===== config.mk =====
export PLATFORM = sky130hd
export DESIGN_NAME = pip_front
export DESIGN_NICKNAME = d
export VERILOG_FILES = /design/src/hdl/pip_pkg.sv /design/src/hdl/pip_front.sv
export SDC_FILE = /design/constraint.sdc
export NUM_CORES = 1
export LEC_CHECK = 0
export ABC_AREA = 1
export BUFFER_PORTS_ARGS = -buffer_cell sky130_fd_sc_hd__buf_2
export CAP_MARGIN = 20
export CORE_ASPECT_RATIO = 0.5
export CORE_MARGIN = 2
export CORE_UTILIZATION = 40
export DETAILED_ROUTE_END_ITERATION = 10
export PLACE_DENSITY = 0.66
export SLEW_MARGIN = 30
export SYNTH_ARGS = -nofsm -noshare
export SYNTH_HDL_FRONTEND = slang
export SYNTH_SLANG_ARGS = --single-unit

===== constraint.sdc =====
create_clock -name clock -period 3.6 [get_ports clock]
set_clock_uncertainty 0.15 [all_clocks]
set_input_delay 0.36 -clock clock [delete_from_list [all_inputs] [get_ports clock]]
set_output_delay 0.36 -clock clock [all_outputs]
set_load 0.05 [all_outputs]

===== src/hdl/pip_pkg.sv =====
// ---------------------------------------------------------------------------
// pip_pkg : shared types for the point-in-polygon counter
// Item kinds decided by the front end and the queued item format.
// ---------------------------------------------------------------------------
package pip_pkg;

   // kind of a queued item, decided when the item is taken in
   typedef enum logic [1:0] {
      KIND_LOAD  = 2'b00,
      KIND_QUERY = 2'b01,
      KIND_SKIP  = 2'b10
   } kind_type;

   typedef struct packed {
      kind_type    kind;
      logic [7:0]  slot;
      logic [15:0] x;
      logic [15:0] y;
   } item_type;

   localparam int unsigned VCOUNT_W  = 9;
   localparam int unsigned VCOUNT_MIN = 3;
   localparam logic [15:0] TOTAL_MAX = 16'hFFFF;

endpackage


===== src/hdl/pip_front.sv =====
// ---------------------------------------------------------------------------
// pip_front : request intake and classification
// Takes request items, sorts them into load, query or dropped load, and
// holds them in a two-entry queue for the walk engine.
// ---------------------------------------------------------------------------
module pip_front #(
   parameter int MAX_VERTICES = 256
) (
   input  logic              clock,
   input  logic              reset,
   input  logic              req_valid,
   output logic              req_ready,
   input  logic              req_op,
   input  logic [7:0]        req_vertex_index,
   input  logic [15:0]       req_x_coord,
   input  logic [15:0]       req_y_coord,
   output logic              head_valid,
   output pip_pkg::item_type head_item,
   input  logic              head_pop
);

   pip_pkg::item_type q_ff [2];
   logic              wr_ptr_ff, wr_ptr_in;
   logic              rd_ptr_ff, rd_ptr_in;
   logic [1:0]        cnt_ff, cnt_in;
   logic              push, pop;
   pip_pkg::item_type new_item;

   assign req_ready  = (cnt_ff != 2'd2);
   assign head_valid = (cnt_ff != 2'd0);
   assign head_item  = q_ff[rd_ptr_ff];
   assign push       = req_valid && req_ready;
   assign pop        = head_valid && head_pop;

   always_comb begin
      new_item.slot = req_vertex_index;
      new_item.x    = req_x_coord;
      new_item.y    = req_y_coord;
      priority if (req_op) begin
         new_item.kind = pip_pkg::KIND_QUERY;
      end else if (32'(req_vertex_index) < 32'(MAX_VERTICES)) begin
         new_item.kind = pip_pkg::KIND_LOAD;
      end else begin
         // slot beyond the store, nothing to do
         new_item.kind = pip_pkg::KIND_SKIP;
      end
   end

   always_comb begin
      wr_ptr_in = push ? !wr_ptr_ff : wr_ptr_ff;
      rd_ptr_in = pop ? !rd_ptr_ff : rd_ptr_ff;
      cnt_in    = cnt_ff + 2'(push) - 2'(pop);
   end

   always_ff @(posedge clock) begin
      if (reset) begin
         wr_ptr_ff <= 1'b0;
         rd_ptr_ff <= 1'b0;
         cnt_ff    <= 2'd0;
      end else begin
         wr_ptr_ff <= wr_ptr_in;
         rd_ptr_ff <= rd_ptr_in;
         cnt_ff    <= cnt_in;
      end
   end

   always_ff @(posedge clock) begin
      if (push) begin
         q_ff[wr_ptr_ff] <= new_item;
      end
   end

endmodule


* Yosys cells after proc, flatten, opt, wreduce, memory -nomap -nowiden
Memories as Yosys holds them, arrays and structs flattened. A register that Yosys moved wholly into a read port is not among the register bits.
Index checks and enable logic that the tools add are counted.
Widths: inputs -> output; s select.
** Operators by class
- Add/subtract/negate cells :: 2
- Multiply operators :: 0
- Divide/modulo/power cells :: 0
- Order comparisons :: 0
- Equality and inequality tests :: 1
- Shift-type cells :: 0
- Multiplexer cells :: 5
- Bitwise operators :: 0
- Reductions and logical operators :: 5
** Operators with widths (count)
- $mux 1 :: 5
- $add 2x1->2 :: 1
- $logic_and 1x1->1 :: 2
- $logic_not 1->1 :: 2
- $ne 2x2->1 const B :: 1
- $reduce_bool 2->1 :: 1
- $sub 2x1->2 :: 1
** Word-level totals
- Register bits after elaboration :: 4
- Latch bits :: 0
- Memory bits (writable) :: 82
- ROM bits :: 0
- Output and inout port bits :: 44
- Memories kept :: 1
** Memory list
- q_ff :: depth 2, width 41, rd ports 1, clocked after Yosys merged registers in 1, wr ports 1, line pip_front.sv:22 : pip_pkg::item_type q_ff [2];

* Depth between registers and ports, before layout
Gate-level depths: netlist of the first run.
- Depth after elaboration :: 4
- Gate-level depth with buffers :: 11
- Gate-level depth less buffers :: 11

* Worst setup path after synthesis of the first run
No wires, ideal clock.
- Path kind :: reg2reg
- From :: register cnt_ff[0]
- To :: memory q_ff[1][0] in the netlist's numbering, enable pin
- Setup time :: 0.441 ns
- Arrival :: 2.529 ns
- Data required time :: 3.009 ns
- Setup slack :: 0.480 ns
- Cell stages (with the launch flop) :: 5
- Path buffers :: 0
- Period minus slack after synthesis :: 3.120 ns
- Cell sequence :: dfxtp_1 -> inv_1 -> nand2_2 -> nand2_2 -> nor2_1
** Between the ends
- Cells in the longest elaborated chain, start to end :: 4
** Ends and longest elaborated chain
- start: declaration :: line pip_front.sv:25 : logic [1:0] cnt_ff, cnt_in;
- start signal: assignment :: line pip_front.sv:63 : cnt_ff <= cnt_in;
- $ne 2x2->1 :: line pip_front.sv:29 : assign req_ready = (cnt_ff != 2'd2);
- named net req_ready :: line pip_front.sv:12 : output logic req_ready,
- $logic_and 1x1->1 :: line pip_front.sv:32 : assign push = req_valid && req_ready;
- $mux 1 :: line pip_front.sv:68 : if (push) begin
- $mux 1 (not written as such) :: line pip_front.sv:69 : q_ff[wr_ptr_ff] <= new_item;
- end: declaration :: line pip_front.sv:22
The timed path passes the listed nets, and every way through them passes these cells.

==> results of run 1 <==
worst max path at each step:
stage          startpoint            end  slack [ns]
3_5_place_dp     register  head_item[17]        1.49
2_1_floorplan   cnt_ff[0]     q_ff[1][0]        0.48
3_3_place_gp     register  head_item[17]        1.51
6_report         register  head_item[13]        1.17
4_1_cts          register  head_item[13]        1.12
5_1_grt          register  head_item[19]        1.06
cells by family (layout without fill, tap and decap cells):
group	after synthesis	after routing	share of synthesized area, %
DFF	87	87	74.9
muxes	41	41	17.9
and+or+nand+nor	19	19	2.38
buffers and inverters	14	114	3.77
AOI/OAI and AO/OA	2	2	0.293
adders and majority gates	1	1	0.366
other	1	1	0.110
xor gates and xnor gates	1	1	0.256
synthesized netlist by cell type:
cell type and instances:
sky130_fd_sc_hd__nor2_2 1, sky130_fd_sc_hd__xnor2_1 1, sky130_fd_sc_hd__nor3_1 1, sky130_fd_sc_hd__buf_12 4
sky130_fd_sc_hd__edfxtp_1 82, sky130_fd_sc_hd__buf_4 1, sky130_fd_sc_hd__dfxtp_1 5, sky130_fd_sc_hd__conb_1 1
sky130_fd_sc_hd__mux2_4 40, sky130_fd_sc_hd__a21oi_1 2, sky130_fd_sc_hd__nand3_1 1, sky130_fd_sc_hd__buf_6 1
sky130_fd_sc_hd__nand2_1 6, sky130_fd_sc_hd__mux2_2 1, sky130_fd_sc_hd__nor2_1 8, sky130_fd_sc_hd__inv_1 8
sky130_fd_sc_hd__nand2_2 2, sky130_fd_sc_hd__ha_1 1
stage by stage:
stage / setup WS, ns / std cells / utilization [%] / hold WS (ns)
after detailed placement: 1.49 / 362 / 48.5 / 0.350
final: 1.17 / 378 / 52.5 / 0.0657
after global placement: 1.51 / 362 / 48.5 / 0.332
after floorplan: 0.480 / 166 / - / 0.281
after CTS: 1.12 / 378 / 52.5 / 0.0489
after global routing: 1.06 / 378 / 52.5 / 0.0474
worst reg2reg max path, stage by stage, from the launching register on:
cell and delay (ns):
sky130_fd_sc_hd__dfxtp_1 0.35, sky130_fd_sc_hd__inv_1 0.06, sky130_fd_sc_hd__nand2_2 0.08, sky130_fd_sc_hd__nand2_2 0.13
sky130_fd_sc_hd__nor2_4 0.49, sky130_fd_sc_hd__buf_4 0.45
cells in the final DEF (no fill, tap or decap), drive strengths merged:
master / count
buf: 90
edfxtp: 82
mux2: 41
clkbuf: 13
nor2: 9
inv: 8
nand2: 8
dfxtp: 5
a21oi: 2
clkinv: 2
xnor2: 1
nor3: 1
nand3: 1
ha: 1
conb: 1
clkinvlp: 1
layout make-up:
cell class | count | area share (%)
Sequential cell | 87 | 59.9
Tap cell | 112 | 3.27
Multi-Input combinational cell | 65 | 17.4
Inverter | 8 | 0.702
Timing Repair Buffer | 90 | 11.0
Clock inverter | 3 | 0.409
Clock buffer | 13 | 7.34
power by group:
part / switching (mW) / internal, mW / leakage (nW)
Clock: 0.350 / 0.609 / 0.163
Sequential: 0.0792 / 1.29 / 0.808
Combinational: 0.826 / 0.396 / 0.739
Total: 1.25 / 2.29 / 1.71
registers in the layout (all words and copies together), names as in the netlist, named ones only:
register	count
wr_ptr_ff	1
q_ff	82
cnt_ff	2
rd_ptr_ff	1
layer usage:
metal	routed length, µm	global-route usage [%]
met1	2090	13.3
met5	0	0
met4	59	4.68
met2	2950	21.9
met3	314	5.85
==> impl_metrics.env, run 1 <==
export IMPL_finalWeightedCongestion=0.758
export IMPL_finish_instance_area_um2=4280
export IMPL_grt_setup_unrepaired="no"
export IMPL_worstPathMaxFanout=23
export IMPL_die_height_um=69.4
export IMPL_multiInputGateArea_um2=743
export IMPL_post_cts_hold_buffer_count=0
export IMPL_dp_hpwl_mm=3.80
export IMPL_number_of_port_buffers=87
export IMPL_cts_htree_levels=3
export IMPL_post_synth_num_cell_types=18
export IMPL_totalNegativeSetupSlack_ns=0
export IMPL_grt_ovfl_total=0
export IMPL_cp_top_family="flip-flops"
export IMPL_ir_drop_mv=0.454
export IMPL_drt_iter0_drc=111
export IMPL_cts_root_buf="sky130_fd_sc_hd__clkbuf_16"
export IMPL_layout_min_cycle_time_ns=2.43
export IMPL_cp_start_kind="register"
export IMPL_cts_reportedPaths_clkPinSlew_ns=0.06
export IMPL_timing_critical_path_slowest_cell_delay_ns=0.74
export IMPL_syn_to_final_growth_pct=25.1
export IMPL_drt_wl_total_mm=5.41
export IMPL_worst_hold_path_num_cells=1
export IMPL_timing_critical_path_cells="buf_12, mux2_4, buf_2"
export IMPL_worst_ep_arrival_time_ns=1.92
export IMPL_capturing_point_of_the_worst_reg2reg_path="q_ff[1][13]"
export IMPL_outcome="finished, final reports clean"
export IMPL_rrSetupSlack_ns=1.55
export IMPL_hold_end="q_ff[0][30]"
export IMPL_hold_start="req_x_coord[14]"
export IMPL_layout_filler_cells=683
export IMPL_grt_pass1_wl_mm=8.70
export IMPL_gr_usage_all_layers_pct=12.6
export IMPL_synth_cells=166
export IMPL_drc_markers=0
export IMPL_critPathKind="register to output pin"
export IMPL_seq_area_frac_synth_pct=74.9
export IMPL_tightest_slew_ns=0.644
export IMPL_pin_count_of_the_biggest_net_entering_global_routing=24
export IMPL_drive_gt1_share_pct=57.5
export IMPL_route_antenna_remaining_nets=0
export IMPL_fin_total_pwr_mw=3.55
export IMPL_netlist_area_leader_share_pct=72.0
export IMPL_type_of_the_worst_min_delay_path="input pin to register"
export IMPL_post_drt_via_cell_ratio=4.42
export IMPL_ys_seq_elements=87
export IMPL_finalHoldViolations=0
export IMPL_design_core_area_um2=8140
export IMPL_critical_path_buf_inv_count=2
export IMPL_placement_rows=23
export IMPL_timing_critical_path_slowest_stage_cell="sky130_fd_sc_hd__dfxtp_2"
export IMPL_placed_cell_area_um2=3950
export IMPL_cp_end_kind="output pin"
export IMPL_drv_max_cap_violation_count=0
export IMPL_cts_inserted_buffers=9
export IMPL_drt_pass1_iterations=4
export IMPL_leakage_nw=1.71
export IMPL_finalSetupViolCount=0
export IMPL_cts_sinks=87
export IMPL_avgSynthCellArea_um2=20.6
export IMPL_cp_data_required_time_ns=3.09
export IMPL_seq_area_um2=2560
export IMPL_synthTopCellsByArea="sky130_fd_sc_hd__edfxtp_1 72%, sky130_fd_sc_hd__mux2_4 18%, sky130_fd_sc_hd__dfxtp_1 2.9%"
export IMPL_finish_net_count=307
export IMPL_crit_cells=3
export IMPL_syn_cell_area_um2=3420
export IMPL_ff2ff_path_depth=5
export IMPL_ctsResizeCount=0
export IMPL_relSlewSlack_pct=57.1
export IMPL_n_antenna_cell=0
export IMPL_cts_tree="done"
export IMPL_number_of_global_route_vias_before_repair=1812
export IMPL_cts_post_setup_buffers_inserted=0
export IMPL_detail_route_wl_per_cell_um=14.3
export IMPL_cts_max_path_buffers=2
export IMPL_p_per_area_nw_per_um2=829
export IMPL_netlist_top_cell_by_area="sky130_fd_sc_hd__edfxtp_1"
export IMPL_critical_path_reg2reg_startpoint="cnt_ff[0]"
export IMPL_number_of_antenna_violations_at_the_first_check_in_global_routing=0
export IMPL_pin_count=89
export IMPL_synth_warnings=0
export IMPL_num_vias=1670
export IMPL_clk_insertion_delay_late_ns=0.33
export IMPL_synth_net_count=212
export IMPL_die_area_um2=9350
export IMPL_maxSlewViolCount=0
export IMPL_fmax_mhz=412
export IMPL_initial_utilization_pct=42.0
export IMPL_die_w_um=135
export IMPL_final_min_period_over_clock_period_pct=67.4
Note: power is estimated with default switching activity, not from simulation.
==> run 2, diff against run 1 <==
--- a/config.mk
+++ b/config.mk
@@ -5,14 +5,14 @@
 export SDC_FILE = /design/constraint.sdc
 export NUM_CORES = 1
 export LEC_CHECK = 0
-export ABC_AREA = 1
+export ABC_AREA = 0
 export BUFFER_PORTS_ARGS = -buffer_cell sky130_fd_sc_hd__buf_2
 export CAP_MARGIN = 20
 export CORE_ASPECT_RATIO = 0.5
 export CORE_MARGIN = 2
 export CORE_UTILIZATION = 40
 export DETAILED_ROUTE_END_ITERATION = 10
-export PLACE_DENSITY = 0.66
+export PLACE_DENSITY = 0.67
 export SLEW_MARGIN = 30
 export SYNTH_ARGS = -nofsm -noshare
 export SYNTH_HDL_FRONTEND = slang
==> constraint.sdc (replaced) <==
create_clock -name clock -period 2.48 [get_ports clock]
set_clock_uncertainty 0.15 [all_clocks]
set_input_delay 0.248 -clock clock [delete_from_list [all_inputs] [get_ports clock]]
set_output_delay 0.248 -clock clock [all_outputs]
set_load 0.05 [all_outputs]
==> impl_metrics.env, run 2 <==
export IMPL_registers_top_by_ff_count="q_ff"
export IMPL_cts_root_buf="sky130_fd_sc_hd__clkbuf_16"
export IMPL_post_drt_via_cell_ratio=4.44
export IMPL_grt_setup_unrepaired="no"
export IMPL_worst_slack_ns=0.565
export IMPL_layout_min_cycle_time_ns=1.91
export IMPL_netlist_area_leader_share_pct=76.2
export IMPL_fmax_mhz=522
export IMPL_initial_utilization_pct=40.8
export IMPL_largest_register_ffs=82
export IMPL_synthTopCellsByArea="sky130_fd_sc_hd__edfxtp_1 76%, sky130_fd_sc_hd__mux2_1 14%, sky130_fd_sc_hd__dfxtp_1 3.1%"
export IMPL_finalHoldViolations=0
export IMPL_totalNegativeSetupSlack_ns=0
export IMPL_synthArstFlopShare_pct=0
export IMPL_avgSynthCellArea_um2=20.3
export IMPL_worstPathMaxFanout=41
export IMPL_drv_max_cap_violation_count=0
export IMPL_route_antenna_remaining_nets=0
export IMPL_clk_insertion_delay_late_ns=0.33
export IMPL_die_height_um=67.5
export IMPL_mostFrequentLayoutCell="sky130_fd_sc_hd__buf_2"
export IMPL_dp_hpwl_mm=3.70
export IMPL_netlist_top_cell_by_area="sky130_fd_sc_hd__edfxtp_1"
export IMPL_number_of_antenna_violations_at_the_first_check_in_global_routing=0
export IMPL_most_frequent_cells_in_the_layout="87 x sky130_fd_sc_hd__buf_2, 82 x sky130_fd_sc_hd__edfxtp_1, 42 x sky130_fd_sc_hd__dlygate4sd3_1"
export IMPL_timing_critical_path_slowest_stage_cell="sky130_fd_sc_hd__mux2_1"
export IMPL_seq_area_frac_synth_pct=79.3
export IMPL_synth_net_count=205
export IMPL_design_core_area_um2=7910
export IMPL_maxSlewViolCount=0
export IMPL_n_antenna_cell=0
export IMPL_dominantRegCellSynth="sky130_fd_sc_hd__edfxtp_1"
export IMPL_syn_to_final_growth_pct=39.6
export IMPL_cp_end_kind="output pin"
export IMPL_timing_critical_path_slowest_cell_delay_ns=0.37
export IMPL_outcome="finished, final reports clean"
export IMPL_critical_path_reg2reg_startpoint="cnt_ff[1]"
export IMPL_detail_route_wl_per_cell_um=13.9
export IMPL_synth_common_cells="82 x sky130_fd_sc_hd__edfxtp_1, 40 x sky130_fd_sc_hd__mux2_1, 5 x sky130_fd_sc_hd__buf_4, 5 x sky130_fd_sc_hd__dfxtp_1, 4 x sky130_fd_sc_hd__nor2_1"
export IMPL_cts_inserted_buffers=9
export IMPL_rrSetupSlack_ns=0.67
export IMPL_type_of_the_worst_min_delay_path="input pin to register"
export IMPL_synth_warnings=0
export IMPL_worst_ep_arrival_time_ns=1.52
export IMPL_worst_hold_path_num_cells=3
export IMPL_ir_drop_mv=0.526
export IMPL_syn_cell_area_um2=3230
export IMPL_gr_usage_all_layers_pct=13.6
export IMPL_cp_data_required_time_ns=2.08
export IMPL_cp_start_kind="register"
export IMPL_finalSetupViolCount=0
export IMPL_grt_pass1_wl_mm=8.60
export IMPL_cts_max_path_buffers=2
export IMPL_finalWeightedCongestion=0.735
export IMPL_critPathKind="register to output pin"
export IMPL_die_area_um2=8850
export IMPL_pin_count_of_the_biggest_net_entering_global_routing=42
export IMPL_cts_tree="done"
export IMPL_drc_markers=0
export IMPL_cts_htree_levels=3
export IMPL_timing_critical_path_cells="buf_12, mux2_1, buf_2"
export IMPL_drt_iter0_drc=121
export IMPL_synth_enable_flop_cells=82
export IMPL_dpl_worst_slack_ns=0.655
export IMPL_largestRegisters="q_ff (82), cnt_ff (2)"
export IMPL_drive_gt1_share_pct=36.2
export IMPL_drt_wl_total_mm=5.73
export IMPL_cts_reportedPaths_clkPinSlew_ns=0.06
export IMPL_number_of_global_route_vias_before_repair=1893
export IMPL_pin_count=89
export IMPL_synthMostInstantiatedCell="sky130_fd_sc_hd__edfxtp_1"
export IMPL_grt_ovfl_total=0
export IMPL_capturing_point_of_the_worst_reg2reg_path="cnt_ff[1]"
export IMPL_post_synth_num_cell_types=26
export IMPL_tightest_slew_ns=0.543
export IMPL_placement_rows=23
export IMPL_p_per_area_nw_per_um2=966
export IMPL_num_vias=1833
export IMPL_die_w_um=131
export IMPL_hold_end="wr_ptr_ff"
export IMPL_cts_sinks=87
export IMPL_hold_start="req_valid"
export IMPL_ctsResizeCount=0
export IMPL_final_min_period_over_clock_period_pct=77.2
export IMPL_ys_seq_elements=87
export IMPL_leakage_nw=1.71
export IMPL_number_of_port_buffers=87
export IMPL_relSlewSlack_pct=63.8
export IMPL_finish_net_count=342
export IMPL_drt_pass1_iterations=4
export IMPL_ff2ff_path_depth=6
export IMPL_synth_cells=159
run 2: cell types whose count changed in the layout (fill, tap and decap cells not counted), moves of 3 or more:
cell / delta
sky130_fd_sc_hd__dlygate4sd3_1: +42
sky130_fd_sc_hd__mux2_1: +40
sky130_fd_sc_hd__mux2_4: -40
sky130_fd_sc_hd__inv_1: -8
sky130_fd_sc_hd__nand2_1: -6
sky130_fd_sc_hd__clkbuf_16: -3
sky130_fd_sc_hd__clkinv_4: +3
run 2: per-stage QoR:
| stage | hold WS (ns) | instance area (µm²) | total power, mW | utilization (%) | instances |
|---|---|---|---|---|---|
| after CTS | 0.126 | 4510 | 4.41 | 57.0 | 413 |
| final | 0.140 | 4510 | 4.35 | 57.0 | 413 |
| after global placement | 0.287 | 3810 | 3.11 | 48.2 | 355 |
| after detailed placement | 0.290 | 3810 | 3.14 | 48.2 | 355 |
| after global routing | 0.146 | 4510 | 4.52 | 57.0 | 413 |
| after floorplan | 0.167 | 3230 | 2.85 | - | 159 |
run 2: layer usage:
metal	wire, µm	share of wire [%]	track usage, %
met4	80	1.4	5.59
met5	0	0	0
met1	2100	37	13.3
met2	3280	57	26.4
met3	272	4.7	5.15
run 2: final cells by class:
type	instances	area, µm²
Clock buffer	10	229
Timing Repair Buffer	132	903
Inverter	1	3.75
Multi-Input combinational cell	65	623
Fill cell	617	3400
Tap cell	112	140
Clock inverter	6	46.3
Sequential cell	87	2560
run 2: what timing repair did:
item                                    4_1_cts  5_1_grt
hold buffers                                 42        0
endpoints found under the hold margin        86        0
buffers inserted                              0        0
endpoints found under the setup margin        0        0
run 2: critical path, delay by kind of cell (launching register included):
kind	cells	cell delay [ns]
mux	1	0.37
flops	1	0.34
buf+inv	2	0.46
run 2: cells by family (layout without fill, tap and decap cells):
| family | after synthesis | in the layout | synth area share (%) |
|---|---|---|---|
| compound gates | 6 | 6 | 1.36 |
| xor+xnor | 1 | 1 | 0.271 |
| fa+ha+maj | 1 | 1 | 0.387 |
| buf+inv | 7 | 149 | 1.39 |
| flops | 87 | 87 | 79.3 |
| mux | 41 | 41 | 14.3 |
| other cells | 1 | 1 | 0.116 |
| simple gates | 15 | 15 | 2.83 |
run 2: power breakdown:
group          leakage [nW]  internal, mW  switching, mW
Clock                 0.131         0.683          0.521
Sequential            0.809          1.79         0.0491
Combinational         0.773         0.377          0.939
Total                  1.71          2.84           1.51
run 2: worst max-delay path by stage:
| stage | from | end | slack [ns] | cells after the start |
|---|---|---|---|---|
| global route | register | head_item[28] | 0.50 | 3 |
| floorplan | cnt_ff[0] | q_ff[0][0] | 0.06 | 3 |
| detailed placement | cnt_ff[0] | q_ff[1][31] | 0.66 | 3 |
| global placement | cnt_ff[0] | q_ff[1][37] | 0.73 | 3 |
| CTS | register | head_item[28] | 0.54 | 3 |
| finish | register | head_item[28] | 0.57 | 3 |
==> run 3, diff against run 2 <==
==> constraint.sdc (replaced) <==
create_clock -name clock -period 1.85 [get_ports clock]
set_clock_uncertainty 0.15 [all_clocks]
set_input_delay 0.185 -clock clock [delete_from_list [all_inputs] [get_ports clock]]
set_output_delay 0.185 -clock clock [all_outputs]
set_load 0.05 [all_outputs]
==> impl_metrics.env, run 3 (synthesis results as in run 2) <==
export IMPL_rrSetupSlack_ns=0.12
export IMPL_worst_ep_arrival_time_ns=1.50
export IMPL_post_drt_via_cell_ratio=4.55
export IMPL_finalWeightedCongestion=0.618
export IMPL_largest_register_ffs=82
export IMPL_cts_root_buf="sky130_fd_sc_hd__clkbuf_16"
export IMPL_design_core_area_um2=7910
export IMPL_finalHoldViolations=0
export IMPL_capturing_point_of_the_worst_reg2reg_path="cnt_ff[1]"
export IMPL_number_of_antenna_violations_at_the_first_check_in_global_routing=0
export IMPL_leakage_nw=1.88
export IMPL_route_antenna_remaining_nets=0
export IMPL_finalSetupViolCount=0
export IMPL_drc_markers=0
export IMPL_ff2ff_path_depth=6
export IMPL_cts_inserted_buffers=9
export IMPL_tightest_slew_ns=0.508
export IMPL_cp_data_required_time_ns=1.51
export IMPL_clk_insertion_delay_late_ns=0.33
export IMPL_layout_min_cycle_time_ns=1.84
export IMPL_ir_drop_mv=0.605
export IMPL_maxSlewViolCount=0
export IMPL_drive_gt1_share_pct=39.3
export IMPL_finish_net_count=346
export IMPL_outcome="finished, final reports clean"
export IMPL_n_antenna_cell=0
export IMPL_registers_top_by_ff_count="q_ff"
export IMPL_placement_rows=23
export IMPL_dp_hpwl_mm=3.63
export IMPL_type_of_the_worst_min_delay_path="input pin to register"
export IMPL_hold_start="req_valid"
export IMPL_critical_path_reg2reg_startpoint="cnt_ff[1]"
export IMPL_gr_usage_all_layers_pct=14.8
export IMPL_pin_count=89
export IMPL_pin_count_of_the_biggest_net_entering_global_routing=42
export IMPL_number_of_global_route_vias_before_repair=1954
export IMPL_die_w_um=131
export IMPL_cts_max_path_buffers=2
export IMPL_relSlewSlack_pct=65.6
export IMPL_worst_slack_ns=0.0120
export IMPL_cts_reportedPaths_clkPinSlew_ns=0.06
export IMPL_grt_pass1_wl_mm=9.18
export IMPL_cp_start_kind="register"
export IMPL_syn_to_final_growth_pct=52.6
export IMPL_largestRegisters="q_ff (82), cnt_ff (2)"
export IMPL_drv_max_cap_violation_count=0
export IMPL_totalNegativeSetupSlack_ns=0
export IMPL_drt_iter0_drc=93
export IMPL_drt_wl_total_mm=6.53
export IMPL_p_per_area_nw_per_um2=1400
export IMPL_cp_end_kind="output pin"
export IMPL_cts_sinks=87
export IMPL_critical_path_buf_inv_count=2
export IMPL_mostFrequentLayoutCell="sky130_fd_sc_hd__edfxtp_1"
export IMPL_timing_critical_path_slowest_stage_cell="sky130_fd_sc_hd__dfxtp_4"
export IMPL_worst_hold_path_num_cells=3
export IMPL_grt_setup_unrepaired="yes"
export IMPL_die_height_um=67.5
export IMPL_final_min_period_over_clock_period_pct=99.4
export IMPL_cts_tree="done"
export IMPL_number_of_port_buffers=87
export IMPL_grt_ovfl_total=0
export IMPL_cp_top_family="flip-flops"
export IMPL_timing_critical_path_slowest_cell_delay_ns=0.43
export IMPL_critPathKind="register to output pin"
export IMPL_cts_htree_levels=3
export IMPL_num_vias=1899
export IMPL_drt_pass1_iterations=4
export IMPL_initial_utilization_pct=40.8
export IMPL_die_area_um2=8850
export IMPL_detail_route_wl_per_cell_um=15.7
export IMPL_fmax_mhz=544
export IMPL_timing_critical_path_cells="clkbuf_16, mux2_1, buf_2"
export IMPL_worstPathMaxFanout=10
export IMPL_most_frequent_cells_in_the_layout="82 x sky130_fd_sc_hd__edfxtp_1, 51 x sky130_fd_sc_hd__buf_2, 42 x sky130_fd_sc_hd__dlygate4sd3_1"
export IMPL_dpl_worst_slack_ns=0.0211
export IMPL_hold_end="wr_ptr_ff"
-- run 3: changes by cell type in the layout (fill, tap and decap cells not counted), sizes merged --
| cell | delta |
|---|---|
| buf | +2 |
| bufinv | +5 |
| clkbuf | +1 |
| clkinv | -3 |
| inv | -1 |
-- run 3: how the worst max path moves through the flow --
stage,depth (start not counted),endpoint,from,slack [ns]
3_3_place_gp,6,cnt_ff[1],cnt_ff[1],0.22
3_5_place_dp,6,cnt_ff[1],cnt_ff[1],0.02
4_1_cts,3,head_item[9],register,0.001
5_1_grt,3,head_item[13],register,-0.03
2_1_floorplan,3,q_ff[0][0],cnt_ff[0],-0.01
6_report,3,head_item[33],register,0.01
-- run 3: repair_timing --
action / 4_1_cts / 5_1_grt
buffers inserted: 0 / 0
endpoints found under the setup margin: 28 / 33
endpoints found under the hold margin: 87 / 0
resized for setup: 2 / 100
hold buffers: 42 / 0
gates cloned: 1 / 2
-- run 3: where the power goes --
group	switching (mW)	internal (mW)
logic	1.35	0.818
registers	0.0864	2.40
clock network	0.681	1.58
total	2.11	4.80
-- run 3: tightest hold or removal path, stage by stage --
cell                      delay, ns
sky130_fd_sc_hd__buf_2         0.15
sky130_fd_sc_hd__a21bo_1       0.12
sky130_fd_sc_hd__a21oi_1       0.05
-- run 3: area by class of cell --
cell class	instances	area (µm²)
fillers	549	2990
flip-flops and latches	87	2570
repair buffers	136	1190
multi-input cells	65	639
clock buffers	9	225
clock inverters	7	159
well taps	112	140
inverters	1	7.51
-- run 3: metrics by stage --
stage / utilization, % / power, mW / instance area, µm² / hold WS (ns) / std cells
after floorplan: - / 3.84 / 3240 / 0.0973 / 159
after global routing: 62.3 / 7.17 / 4930 / 0.114 / 417
after detailed placement: 48.6 / 4.25 / 3850 / 0.226 / 356
after global placement: 48.6 / 4.20 / 3850 / 0.223 / 356
final: 62.3 / 6.91 / 4930 / 0.0833 / 417
after CTS: 59.2 / 6.65 / 4680 / 0.0734 / 415
-- run 3: layer usage --
| layer | part of all wire (%) | vias up | GRT usage, % |
|---|---|---|---|
| met2 | 55 | 36 | 28.4 |
| met1 | 40 | 955 | 14.6 |
| met3 | 3.6 | 9 | 5.55 |
| met5 | 0 | - | 0 |
| li1 | - | 899 | - |
| met4 | 1.9 | 0 | 5.98 |
